## config.mk

```make
export PLATFORM = sky130hd
export DESIGN_NAME = modulation_matrix_accumulator_top
export DESIGN_NICKNAME = d
export VERILOG_FILES = /design/src/mma_pkg.sv /design/src/mma_ram.sv /design/src/modulation_matrix_accumulator_top.sv
export SDC_FILE = /design/constraint.sdc
export NUM_CORES = 2
export LEC_CHECK = 0
export BUFFER_PORTS_ARGS = -buffer_cell sky130_fd_sc_hd__buf_2
export CAP_MARGIN = 0
export CORE_MARGIN = 2
export CORE_UTILIZATION = 60
export CTS_CLUSTER_DIAMETER = 60
export DETAILED_ROUTE_END_ITERATION = 10
export PLACE_DENSITY = 0.75
export SETUP_SLACK_MARGIN = 0.15
export SYNTH_ARGS = -nofsm -noshare
export SYNTH_HDL_FRONTEND = slang
export SYNTH_SLANG_ARGS = --single-unit
```

## constraint.sdc

```tcl
create_clock -name i_clk -period 10.9 [get_ports i_clk]
set_input_delay 2.725 -clock i_clk [delete_from_list [all_inputs] [get_ports i_clk]]
set_output_delay 2.725 -clock i_clk [all_outputs]
set_load 0.005 [all_outputs]
```

## src/mma_pkg.sv

```systemverilog
// ----------------------------------------------------------------------------
// mma_pkg
// shared constants, operation codes and sequencer states of the modulation
// matrix accumulator
// ----------------------------------------------------------------------------
package mma_pkg;

    // number format: unsigned Q1.16, 65536 is 1.0
    localparam int FRAC_BITS    = 16;
    localparam int VAL_BITS     = 17;
    localparam int SLOT_BITS    = 6;
    localparam int MODE_BITS    = 4;

    // defaults of the top level parameters
    localparam int TARGETS_DEF  = 64;
    localparam int ACC_BITS_DEF = 24;

    // multiplier digit, bits of the second operand consumed per cycle
    localparam int DIGIT_BITS   = 8;

    // stream widths, fields packed from bit 0 up, padded to whole bytes
    localparam int IN_TDATA_BITS  = 80;
    localparam int OUT_TDATA_BITS = 24;

    // route operation codes
    localparam logic [MODE_BITS-1:0] MODE_OFF    = 4'd0;
    localparam logic [MODE_BITS-1:0] MODE_MULABS = 4'd1;
    localparam logic [MODE_BITS-1:0] MODE_MULREL = 4'd2;
    localparam logic [MODE_BITS-1:0] MODE_MULSTK = 4'd3;
    localparam logic [MODE_BITS-1:0] MODE_ADDABS = 4'd4;
    localparam logic [MODE_BITS-1:0] MODE_ADDREL = 4'd5;
    localparam logic [MODE_BITS-1:0] MODE_ADDSTK = 4'd6;
    localparam logic [MODE_BITS-1:0] MODE_ABABS  = 4'd7;
    localparam logic [MODE_BITS-1:0] MODE_ABREL  = 4'd8;
    localparam logic [MODE_BITS-1:0] MODE_ABSTK  = 4'd9;

    typedef enum logic [3:0] {
        ST_IDLE,
        ST_READ,
        ST_LOAD,
        ST_MUL,
        ST_ROUND,
        ST_AMT,
        ST_OPS,
        ST_RULE,
        ST_DONE
    } t_state;

endpackage

```

## src/mma_ram.sv

```systemverilog
// ----------------------------------------------------------------------------
// mma_ram
// generic single write port, single read port ram with registered read data
// ----------------------------------------------------------------------------
module mma_ram #(
    parameter int WIDTH = 8,
    parameter int DEPTH = 64
) (
    input  logic                     i_clk,
    input  logic                     i_wr_en,
    input  logic [$clog2(DEPTH)-1:0] i_wr_addr,
    input  logic [WIDTH-1:0]         i_wr_data,
    input  logic [$clog2(DEPTH)-1:0] i_rd_addr,
    output logic [WIDTH-1:0]         o_rd_data
);

    logic [WIDTH-1:0] r_mem [DEPTH];

    always_ff @(posedge i_clk) begin
        if (i_wr_en) begin
            r_mem[i_wr_addr] <= i_wr_data;
        end
        o_rd_data <= r_mem[i_rd_addr];
    end

endmodule

```

## src/modulation_matrix_accumulator_top.sv

```systemverilog
// ----------------------------------------------------------------------------
// modulation_matrix_accumulator_top
// Each request is one modulation route of the current sample frame. The block
// forms the route amount low + (high - low) * source, applies the selected
// multiply, add or bipolar-add rule to the target's accumulator (seeded from
// the base value on the first touch in a frame) and returns the accumulated
// value clamped to zero..one. All products go through one shared
// magnitude multiplier that takes 8 bits of its second operand per cycle.
// Requests whose mode is off or unknown, or whose slot is out of range, skip
// the multiplier; the plain add modes use it once and the others twice. The
// input is not ready while a request is in progress. Accumulators live in
// a ram with registered read; the touched marks are flip-flops that a frame
// start clears at once, so no clearing pass is needed after reset.
// ----------------------------------------------------------------------------
module modulation_matrix_accumulator_top #(
    parameter int TARGETS  = mma_pkg::TARGETS_DEF,
    parameter int ACC_BITS = mma_pkg::ACC_BITS_DEF
) (
    input  logic                               i_clk,
    input  logic                               i_rst_n,
    // mode, target_index, target_base, source_level, low_bound, high_bound
    input  logic [mma_pkg::IN_TDATA_BITS-1:0]  s_axis_tdata,
    // frame_start
    input  logic [0:0]                         s_axis_tuser,
    input  logic                               s_axis_tvalid,
    output logic                               s_axis_tready,
    // out_target, out_value
    output logic [mma_pkg::OUT_TDATA_BITS-1:0] m_axis_tdata,
    // applied
    output logic [0:0]                         m_axis_tuser,
    output logic                               m_axis_tvalid,
    input  logic                               m_axis_tready
);

    import mma_pkg::*;

    localparam int MAX_SLOTS = 1 << SLOT_BITS;
    localparam int SLOTS     = (TARGETS < MAX_SLOTS) ? TARGETS : MAX_SLOTS;
    localparam int IW        = $clog2(SLOTS);
    localparam int XW        = ACC_BITS + 3;
    localparam int MW        = XW;
    localparam int NDIG      = (MW + DIGIT_BITS - 1) / DIGIT_BITS;
    localparam int NB        = NDIG * DIGIT_BITS;
    localparam int PW        = MW + NB;
    localparam int CW        = $clog2(NDIG + 1);

    localparam logic signed [XW-1:0] ONE_X     = XW'(1 << FRAC_BITS);
    localparam logic signed [XW-1:0] HALF_X    = ONE_X >>> 1;
    localparam logic signed [XW-1:0] ACC_MAX_X = XW'((64'sd1 <<< (ACC_BITS - 1)) - 64'sd1);
    localparam logic signed [XW-1:0] ACC_MIN_X = ~ACC_MAX_X;
    localparam logic [PW-1:0]        Q_MAX     = PW'((64'd1 << (ACC_BITS - 1)) - 64'd1);
    localparam logic [CW-1:0]        LAST_DIG  = CW'(NDIG - 1);

    function automatic logic signed [ACC_BITS-1:0] f_sat(input logic signed [XW-1:0] v);
        logic signed [XW-1:0] t;
        t = v;
        if (v > ACC_MAX_X) begin
            t = ACC_MAX_X;
        end else if (v < ACC_MIN_X) begin
            t = ACC_MIN_X;
        end
        return t[ACC_BITS-1:0];
    endfunction

    function automatic logic signed [XW-1:0] f_ext_u(input logic [VAL_BITS-1:0] v);
        return $signed({{(XW - VAL_BITS){1'b0}}, v});
    endfunction

    function automatic logic signed [XW-1:0] f_ext_a(input logic signed [ACC_BITS-1:0] v);
        return $signed({{(XW - ACC_BITS){v[ACC_BITS-1]}}, v});
    endfunction

    function automatic logic [XW-1:0] f_mag(input logic signed [XW-1:0] v);
        logic signed [XW-1:0] t;
        t = v[XW-1] ? -v : v;
        return $unsigned(t);
    endfunction

    // ---------------- registers ----------------
    t_state                       r_state, n_state;
    logic [MODE_BITS-1:0]         r_mode;
    logic [SLOT_BITS-1:0]         r_slot;
    logic [VAL_BITS-1:0]          r_base, r_src, r_lo, r_hi;
    logic [SLOTS-1:0]             r_touched;
    logic signed [ACC_BITS-1:0]   r_acc, r_m, r_q;
    logic                         r_phase;
    logic                         r_neg;
    logic [MW-1:0]                r_mag_a;
    logic [PW-1:0]                r_prod;
    logic [CW-1:0]                r_cnt;
    logic                         r_ovalid;
    logic [SLOT_BITS-1:0]         r_otarget;
    logic [VAL_BITS-1:0]          r_ovalue;
    logic                         r_oapplied;

    // ---------------- datapath signals ----------------
    logic [IW-1:0]                w_idx;
    logic                         w_in_range, w_active, w_hit, w_out_free;
    logic [ACC_BITS-1:0]          w_ram_q;
    logic signed [XW-1:0]         w_a, w_m, w_b, w_q;
    logic signed [XW-1:0]         w_one_b, w_one_a, w_w_b, w_w_a, w_m_half;
    logic signed [XW-1:0]         w_op_a, w_op_b;
    logic                         w_start;
    logic [DIGIT_BITS-1:0]        w_digit;
    logic [MW+DIGIT_BITS-1:0]     w_psum;
    logic [PW-1:0]                w_qfull, w_qr;
    logic                         w_sticky;
    logic signed [ACC_BITS-1:0]   w_round;
    logic [VAL_BITS-1:0]          w_clamp;
    logic signed [XW-1:0]         w_acc_x;

    assign w_idx      = r_slot[IW-1:0];
    assign w_in_range = (32'(r_slot) < TARGETS);
    assign w_active   = w_in_range && (r_mode inside {[MODE_MULABS:MODE_ABSTK]});
    assign w_hit      = w_in_range && r_touched[w_idx];
    assign w_out_free = !r_ovalid || m_axis_tready;

    assign w_a        = f_ext_a(r_acc);
    assign w_m        = f_ext_a(r_m);
    assign w_b        = f_ext_u(r_base);
    assign w_q        = f_ext_a(r_q);
    assign w_one_b    = ONE_X - w_b;
    assign w_one_a    = ONE_X - w_a;
    assign w_w_b      = ONE_X - (f_mag(HALF_X - w_b) <<< 1);
    assign w_w_a      = ONE_X - (f_mag(HALF_X - w_a) <<< 1);
    assign w_m_half   = w_m - HALF_X;

    // one digit of the shared multiplier
    assign w_digit = r_prod[DIGIT_BITS-1:0];
    assign w_psum  = {{DIGIT_BITS{1'b0}}, r_prod[PW-1:NB]} + r_mag_a * w_digit;

    // floor toward minus infinity, then saturate
    assign w_qfull  = r_prod >> FRAC_BITS;
    assign w_sticky = |r_prod[FRAC_BITS-1:0];
    assign w_qr     = w_qfull + PW'(r_neg & w_sticky);
    always_comb begin
        if (w_qr > Q_MAX) begin
            w_round = r_neg ? ACC_MIN_X[ACC_BITS-1:0] : ACC_MAX_X[ACC_BITS-1:0];
        end else if (r_neg) begin
            w_round = -$signed(w_qr[ACC_BITS-1:0]);
        end else begin
            w_round = $signed(w_qr[ACC_BITS-1:0]);
        end
    end

    assign w_acc_x = f_ext_a(r_acc);
    always_comb begin
        if (w_acc_x < 0) begin
            w_clamp = '0;
        end else if (w_acc_x > ONE_X) begin
            w_clamp = ONE_X[VAL_BITS-1:0];
        end else begin
            w_clamp = w_acc_x[VAL_BITS-1:0];
        end
    end

    // ---------------- sequencer ----------------
    always_ff @(posedge i_clk) begin
        if (!i_rst_n) begin
            r_state <= ST_IDLE;
        end else begin
            r_state <= n_state;
        end
    end

    always_comb begin
        n_state = r_state;
        w_start = 1'b0;
        w_op_a  = w_a;
        w_op_b  = w_m;
        case (r_state)
            ST_IDLE: begin
                if (s_axis_tvalid) begin
                    n_state = ST_READ;
                end
            end
            ST_READ: begin
                n_state = ST_LOAD;
            end
            ST_LOAD: begin
                w_op_a = f_ext_u(r_hi) - f_ext_u(r_lo);
                w_op_b = f_ext_u(r_src);
                if (w_active) begin
                    w_start = 1'b1;
                    n_state = ST_MUL;
                end else begin
                    n_state = ST_DONE;
                end
            end
            ST_MUL: begin
                if (r_cnt == LAST_DIG) begin
                    n_state = ST_ROUND;
                end
            end
            ST_ROUND: begin
                n_state = r_phase ? ST_RULE : ST_AMT;
            end
            ST_AMT: begin
                n_state = ST_OPS;
            end
            ST_OPS: begin
                w_start = 1'b1;
                n_state = ST_MUL;
                case (r_mode)
                    MODE_ADDABS, MODE_ABABS: begin
                        w_start = 1'b0;
                        n_state = ST_DONE;
                    end
                    MODE_MULABS: begin
                        w_op_a = w_a;
                        w_op_b = w_m;
                    end
                    MODE_MULREL: begin
                        w_op_a = w_m;
                        w_op_b = w_one_b;
                    end
                    MODE_MULSTK: begin
                        w_op_a = w_m;
                        w_op_b = w_one_a;
                    end
                    MODE_ADDREL: begin
                        w_op_a = w_one_b;
                        w_op_b = w_m;
                    end
                    MODE_ADDSTK: begin
                        w_op_a = w_one_a;
                        w_op_b = w_m;
                    end
                    MODE_ABREL: begin
                        w_op_a = w_w_b;
                        w_op_b = w_m_half;
                    end
                    default: begin
                        w_op_a = w_w_a;
                        w_op_b = w_m_half;
                    end
                endcase
            end
            ST_RULE: begin
                n_state = ST_DONE;
            end
            ST_DONE: begin
                if (w_out_free) begin
                    n_state = ST_IDLE;
                end
            end
            default: begin
                n_state = ST_IDLE;
            end
        endcase
    end

    assign s_axis_tready = (r_state == ST_IDLE);

    // ---------------- accumulator ram ----------------
    mma_ram #(
        .WIDTH (ACC_BITS),
        .DEPTH (SLOTS)
    ) u_acc_ram (
        .i_clk     (i_clk),
        .i_wr_en   ((r_state == ST_DONE) && w_out_free && w_active),
        .i_wr_addr (w_idx),
        .i_wr_data (r_acc),
        .i_rd_addr (w_idx),
        .o_rd_data (w_ram_q)
    );

    // ---------------- control registers ----------------
    always_ff @(posedge i_clk) begin
        if (!i_rst_n) begin
            r_touched <= '0;
            r_ovalid  <= 1'b0;
            r_phase   <= 1'b0;
            r_cnt     <= '0;
        end else begin
            if (s_axis_tvalid && s_axis_tready && s_axis_tuser[0]) begin
                r_touched <= '0;
            end
            if (w_start) begin
                r_cnt   <= '0;
                r_phase <= (r_state == ST_OPS);
            end else if (r_state == ST_MUL) begin
                r_cnt <= r_cnt + CW'(1);
            end
            if (r_state == ST_DONE && w_out_free) begin
                r_ovalid <= 1'b1;
                if (w_active) begin
                    r_touched[w_idx] <= 1'b1;
                end
            end else if (r_ovalid && m_axis_tready) begin
                r_ovalid <= 1'b0;
            end
        end
    end

    // ---------------- payload registers ----------------
    always_ff @(posedge i_clk) begin
        if (s_axis_tvalid && s_axis_tready) begin
            r_mode <= s_axis_tdata[3:0];
            r_slot <= s_axis_tdata[9:4];
            r_base <= s_axis_tdata[26:10];
            r_src  <= s_axis_tdata[43:27];
            r_lo   <= s_axis_tdata[60:44];
            r_hi   <= s_axis_tdata[77:61];
        end
        if (w_start) begin
            r_neg   <= w_op_a[XW-1] ^ w_op_b[XW-1];
            r_mag_a <= f_mag(w_op_a);
            r_prod  <= {{MW{1'b0}}, NB'(f_mag(w_op_b))};
        end else if (r_state == ST_MUL) begin
            r_prod <= {w_psum, r_prod[NB-1:DIGIT_BITS]};
        end
        if (r_state == ST_ROUND) begin
            r_q <= w_round;
        end
        case (r_state)
            ST_LOAD: begin
                // seed from the base on the first touch in this frame
                r_acc <= w_hit ? $signed(w_ram_q) : f_sat(w_b);
            end
            ST_AMT: begin
                r_m <= f_sat(f_ext_u(r_lo) + w_q);
            end
            ST_OPS: begin
                if (r_mode == MODE_ADDABS) begin
                    r_acc <= f_sat(w_a + w_m);
                end else if (r_mode == MODE_ABABS) begin
                    r_acc <= f_sat(w_a + w_m_half);
                end
            end
            ST_RULE: begin
                if (r_mode == MODE_MULABS) begin
                    r_acc <= r_q;
                end else if (r_mode == MODE_MULREL) begin
                    r_acc <= f_sat(w_b + w_q);
                end else begin
                    r_acc <= f_sat(w_a + w_q);
                end
            end
            default: begin
            end
        endcase
        if (r_state == ST_DONE && w_out_free) begin
            r_otarget  <= r_slot;
            r_ovalue   <= w_clamp;
            r_oapplied <= w_active;
        end
    end

    assign m_axis_tvalid = r_ovalid;
    assign m_axis_tdata  = {1'b0, r_ovalue, r_otarget};
    assign m_axis_tuser  = r_oapplied;

endmodule
```

# After elaboration in Yosys (flattened, before gate mapping)
# Memory sizes are Yosys's and may differ from the RTL's. A register that Yosys moved wholly into a read port is not among the register bits.
# Cells that the tools add are included.
[totals] register_bits=334 ram_bits=1536 input_bits=85 output_inout_bits=27 elab_cells=165 n_memories=1
[op_classes] addsub=21 multipliers=1 magnitude_cmp=19 n_eq_ne=21 muxes=53 bitwise=4 reduce_logical=22
[memory_table] name="u_acc_ram.r_mem" words=64 word_bits=24 rd=1 rd_ports_with_merged_regs=1 write_ports=1 line_no="mma_ram.sv:17" rtl="logic [WIDTH-1:0] r_mem [DEPTH];"
[ops] cell="24-bit 2-to-1 mux" n=19
[ops] cell="64-bit 2-to-1 mux" n=4
[ops] cell="27-bit case mux with 5 select lines" n=1
[ops] cell="27-bit case mux with 2 select lines" n=2
[ops] cell="25-bit by 24-bit > comparator with 1-bit output (second input constant)" n=4
[ops] cell="25-bit by 24-bit < comparator with 1-bit output (second input constant)" n=4
[ops] cell="27-bit 2-to-1 mux" n=3
[ops] cell="27-bit case mux with 3 select lines" n=1
[ops] cell="26-bit 2-to-1 mux" n=3
[ops] cell="24-bit case mux with 3 select lines" n=1
[ops] cell="64-bit bitwise OR" n=1
[ops] cell="27-bit negator" n=2
[ops] cell="17-bit by 27-bit subtractor with 27-bit output (first input constant)" n=2
[ops] cell="18-bit by 24-bit adder with 25-bit output" n=2
[ops] cell="24-bit by 24-bit adder with 25-bit output" n=2
[ops] cell="43-bit by 1-bit adder with 44-bit output" n=1
[ops] cell="44-bit by 23-bit > comparator with 1-bit output (second input constant)" n=1
[ops] cell="4-bit case mux with 9 select lines" n=1
[ops] cell="27-bit by 35-bit adder with 35-bit output" n=1
[ops] cell="27-bit by 8-bit multiplier with 35-bit output" n=1
[ops] cell="4-bit by 3-bit == test with 1-bit output (second input constant)" n=8
[ops] cell="24-bit by 25-bit adder with 26-bit output" n=1
[ops] cell="26-bit by 24-bit > comparator with 1-bit output (second input constant)" n=1
[ops] cell="26-bit by 24-bit < comparator with 1-bit output (second input constant)" n=1
[ops] cell="other kinds (46)" n=74

# Logic depth before layout (Yosys ltp)
[logic_depth] ltp_word=8 ltp_mapped=27 depth_no_buf=25

# Modules after synthesis
# From an unflattened synthesis, not the netlist that was laid out.
[hier_totals] hier_cells=6539 hier_area_um2=92934.1
[modules_own_cells] module="mma_ram" n_inst=1 cells_per_inst=2610 area_per_inst_um2=59295.6 seq_area_each_um2=46604.7
[modules_own_cells] module="modulation_matrix_accumulator_top" n_inst=1 cells_per_inst=3929 area_per_inst_um2=33638.5 seq_area_each_um2=8978.6

# Worst setup path before layout
# No wires, ideal clock.
[synth_timing] kind="input to register" from="input port m_axis_tready" to="memory u_acc_ram.r_mem[48][0] in the netlist's numbering, enable pin" setup_ps=406 arrival_time_ps=7019 slack_ps=3474 path_stages=7 path_buffers=2 path_cell_list="nor2b_1 -> nor4_1 -> and2_1 -> clkbuf_1 -> nand2b_1 -> clkbuf_1 -> nor2_1"
[synth_between] elab_chain_cells=5
[synth_rtl] item="start: declaration" line_no="modulation_matrix_accumulator_top.sv:32" rtl="input logic m_axis_tready"
[synth_rtl] item="1-bit logical OR" line_no="modulation_matrix_accumulator_top.sv:116" rtl="assign w_out_free = !r_ovalid || m_axis_tready;"
[synth_rtl] item="1-bit logical AND (2 in a row)" line_no="modulation_matrix_accumulator_top.sv:261" rtl=".i_wr_en ((r_state == ST_DONE) && w_out_free && w_active),"
[synth_rtl] item="1-bit 2-to-1 mux" line_no="mma_ram.sv:20" rtl="if (i_wr_en) begin"
[synth_rtl] item="1-bit 2-to-1 mux (not written as such)" line_no="mma_ram.sv:21" rtl="r_mem[i_wr_addr] <= i_wr_data;"
[synth_rtl] item="end: declaration" line_no="mma_ram.sv:17"
# Every way passes these cells.

# Worst setup path after layout
[layout_timing] from="register r_prod[1]" to="register r_prod[58]"
[layout_between] elab_chain_cells=2
[layout_rtl] item="start: declaration" line_no="modulation_matrix_accumulator_top.sv:89" rtl="logic [PW-1:0] r_prod;"
[layout_rtl] item="start signal: assignment" line_no="modulation_matrix_accumulator_top.sv:309" rtl="r_prod <= {{MW{1'b0}}, NB'(f_mag(w_op_b))};"
[layout_rtl] item="start signal: assignment" line_no="modulation_matrix_accumulator_top.sv:311" rtl="r_prod <= {w_psum, r_prod[NB-1:DIGIT_BITS]};"
[layout_rtl] item="27-bit by 8-bit multiplier with 35-bit output" line_no="modulation_matrix_accumulator_top.sv:130" rtl="assign w_psum = {{DIGIT_BITS{1'b0}}, r_prod[PW-1:NB]} + r_mag_a * w_digit;"
[layout_rtl] item="27-bit by 35-bit adder with 35-bit output" line_no="modulation_matrix_accumulator_top.sv:130"
# Every way passes these cells.
# A chain may end at the register's enable or synchronous reset.

==> impl_metrics.tcl <==
set metrics [dict create \
    syn_inst 6760 \
    dpl-instance-area_um2 91760 \
    post_cts_buffers 0 \
    finalPower_mw 22.43 \
    critPathKind "flip-flop to flip-flop" \
    antenna_found_initial 9 \
    maxCapViolCount 0 \
    ys_types 110 \
    via_per_inst 6.983 \
    dr_total_vias 62420 \
    grt_pass1_wl_um 392700 \
    netlist_area_um2 88610 \
    clk_pin_slew_ns 0.06 \
    ys_seq_area_frac 0.6273 \
    cp-start-kind "flip-flop" \
    synthSimpleGateAreaFrac 0.08718 \
    dr.pass1.iters 7 \
    finalHoldViolations 0 \
    finalClockSkew_ns 0.05889 \
    cpPeakStageDelay_ns 1.06 \
    crit_arrival_ns 7.60 \
    grtUsageTotal 0.3560 \
    num-fill-cells 10270 \
    p_leak_nw 33.46 \
    synth.avg_cell_area_um2 13.11 \
    die_x_um 388.3 \
    clkLatencyLatePin_ns 0.84 \
    synthAdderAreaFrac 0.06608 \
    io_pins 112 \
    numClockSinks 1894 \
    hp-class "flip-flop to flip-flop" \
    htreeDepth 4 \
    first_global_vias 58620 \
    worst_path_max_delay_cell "edfxtp_1" \
    routed_wl_um 273300 \
    slew_violations 0 \
    finalSetupViolCount 0 \
    crit_top_cell "a21o_1" \
    floorplan.die_area_um2 150800 \
    synth_top_area_share 0.5981 \
    worst_slew_pin_slew_ns 1.196 \
    timing.setup.tns_ns 0 \
    start_util 0.6023 \
    vdd_drop_max_mv 0.2500 \
    period_needed_ns 6.898 \
    ant_nets 0 \
    synth_xor_area_frac 0.02649 \
    cts_tree "built" \
    cp_cell_sequence "nand2_1 -> fa_1 -> fa_1 -> inv_1 -> ha_1 -> inv_1 -> fa_1 -> inv_1 -> ha_1 -> a21o_1 -> a21o_1 -> a21o_1 -> a21oi_1 -> o21ai_0 -> a21o_1 -> a21oi_1 -> o211ai_1 -> a21oi_1 -> o31ai_1 -> a221o_1 -> a2111oi_0 -> o21ai_0 -> o211ai_1" \
    numPortBuffers 108 \
    crit_required_ns 11.60 \
    numCtsBuffers 187 \
    area_delta_synth_final_pct 10.69 \
    synth_top_family_by_area "compound AO/OA/AOI/OAI gates" \
    grt_max_degree 106 \
    synth_ff_type "edfxtp_1" \
    dpl.hpwl_um 169600 \
    hold_buffers 0 \
    nets 7289 \
    stdcell_area_um2 98080 \
    max_freq_mhz 145.0 \
    status "finished clean" \
    die_y_um 388.3 \
    synth_seq_cells 1894 \
    synth-edff-count 1765 \
    core_area_um2 147100 \
    powerDensity_nw_per_um2 228.7 \
    async_flop_share 0 \
    overflow 0 \
    wire_per_inst_um 30.58 \
    drive_gt1_frac 0.1038 \
    gp_congestion 0.9997 \
    rsz0062_at_grt "no" \
    rows 141 \
    fin_util 0.6666 \
    yosysWarnings 0 \
    synth-compound-area-share 0.1584 \
    cts.repair.resized 0 \
    drc 0 \
    finalCritPeriodShare 0.6328 \
    synth.area.top_cells "edfxtp_1, a22oi_1, fa_1" \
    cts-root-buf "clkbuf_16" \
    clock_path_buffers 3 \
    crit_fanout 28 \
    drt_iter0_markers 9136 \
    yosysTopAreaCell "edfxtp_1" \
    endpoint_kind "flip-flop" \
    relSlewSlack 0.2021 \
    synthMuxAreaShare 0.006057 \
]
[critical path, delay by kind of cell (launching register included)]
kind / cells / cell delay (ns)
buffers and inverters: 3 / 0.16
DFF: 1 / 1.06
and+or+nand+nor: 1 / 0.17
AOI/OAI and AO/OA: 14 / 3.22
adders and majority gates: 5 / 2.17
[worst paths after layout]
check,slack (ns),cells after the start,start,end
max reg2reg,4.00,23,r_prod[1],r_prod[58]
min reg2reg,0.47,2,r_cnt[1],r_cnt[1]
max,4.00,23,r_prod[1],r_prod[58]
min,0.47,2,r_cnt[1],r_cnt[1]
[synth_stat cells, drive strengths merged (127+ instances only)]
cell type	instances
a21oi	411
a221oi	156
a22o	129
a22oi	592
a31oi	127
and2	135
clkbuf	318
dfxtp	129
edfxtp	1765
fa	182
ha	176
inv	264
nand2	385
nand3	128
nand4	127
nor2	279
o21ai	240
xnor2	165
[area by class of cell]
| cell class | instances | area [um2] | area share |
|---|---|---|---|
| Antenna cell | 4 | 10.01 | 0.0001021 |
| Clock buffer | 237 | 5051 | 0.05150 |
| Clock inverter | 111 | 1266 | 0.01291 |
| Inverter | 265 | 994.7 | 0.01014 |
| Multi-Input combinational cell | 4210 | 30810 | 0.3141 |
| Sequential cell | 1894 | 55580 | 0.5667 |
| Tap cell | 1930 | 2415 | 0.02462 |
| Timing Repair Buffer | 288 | 1954 | 0.01993 |
[state kept, by name (all words and copies together) (netlist names), 24 cells and up]
name                 flops
u_acc_ram.r_mem       1536
r_touched               64
r_prod                  59
r_mag_a                 27
r_acc                   24
r_m                     24
r_q                     24
u_acc_ram.o_rd_data     24
[per-layer routing]
layer  track usage  vias to the layer above  share of wire
met5             0                        -       0.000099
met4        0.1719                        4          0.054
met3       0.08416                      677           0.13
met2        0.5245                     4515           0.44
met1        0.5020                    30800           0.37
li1              -                    26420              -
[per-stage QoR]
| stage | hold WS, ns | std cells | worst slack, ns |
|---|---|---|---|
| after global placement | 0.4521 | 8587 | 4.183 |
| after global routing | 0.4834 | 8935 | 3.540 |
| after CTS | 0.4659 | 8935 | 4.066 |
| final | 0.4654 | 8939 | 4.002 |
| after detailed placement | 0.4589 | 8587 | 4.104 |
| after floorplan | 0.4244 | 6761 | 3.474 |
[where the power goes]
group	switching, mW	total [mW]	internal (mW)
Clock	2.80	6.53	3.72
Sequential	0.277	8.60	8.32
Combinational	4.59	7.31	2.71
Total	7.67	22.4	14.8
[cell usage in the layout (no fill, tap or decap), drive strengths merged, types with 26 or more instances in the layout]
cell type / count
edfxtp: 1765
a22oi: 592
a21oi: 411
nand2: 385
buf: 288
nor2: 279
inv: 275
o21ai: 240
clkbuf: 237
fa: 182
ha: 176
xnor2: 165
a221oi: 156
and2: 135
a22o: 129
dfxtp: 129
nand3: 128
nand4: 127
a31oi: 127
nor2b: 103
xor2: 103
nor3: 98
clkinv: 80
a21o: 78
and3: 49
mux2i: 42
nand2b: 34
o21a: 31
o22ai: 31
a211oi: 31
o211ai: 30
or3: 30
nor4: 30
o31ai: 26
[cells by family after synthesis]
logic type,Yosys count
other,1
adder cells (fa/ha/maj),359
flip-flops,1894
AO/OA/AOI/OAI,2028
buffers and inverters,657
AND/OR/NAND/NOR,1501
multiplexers,52
XOR/XNOR,268
(Power assumes the default switching activity.)
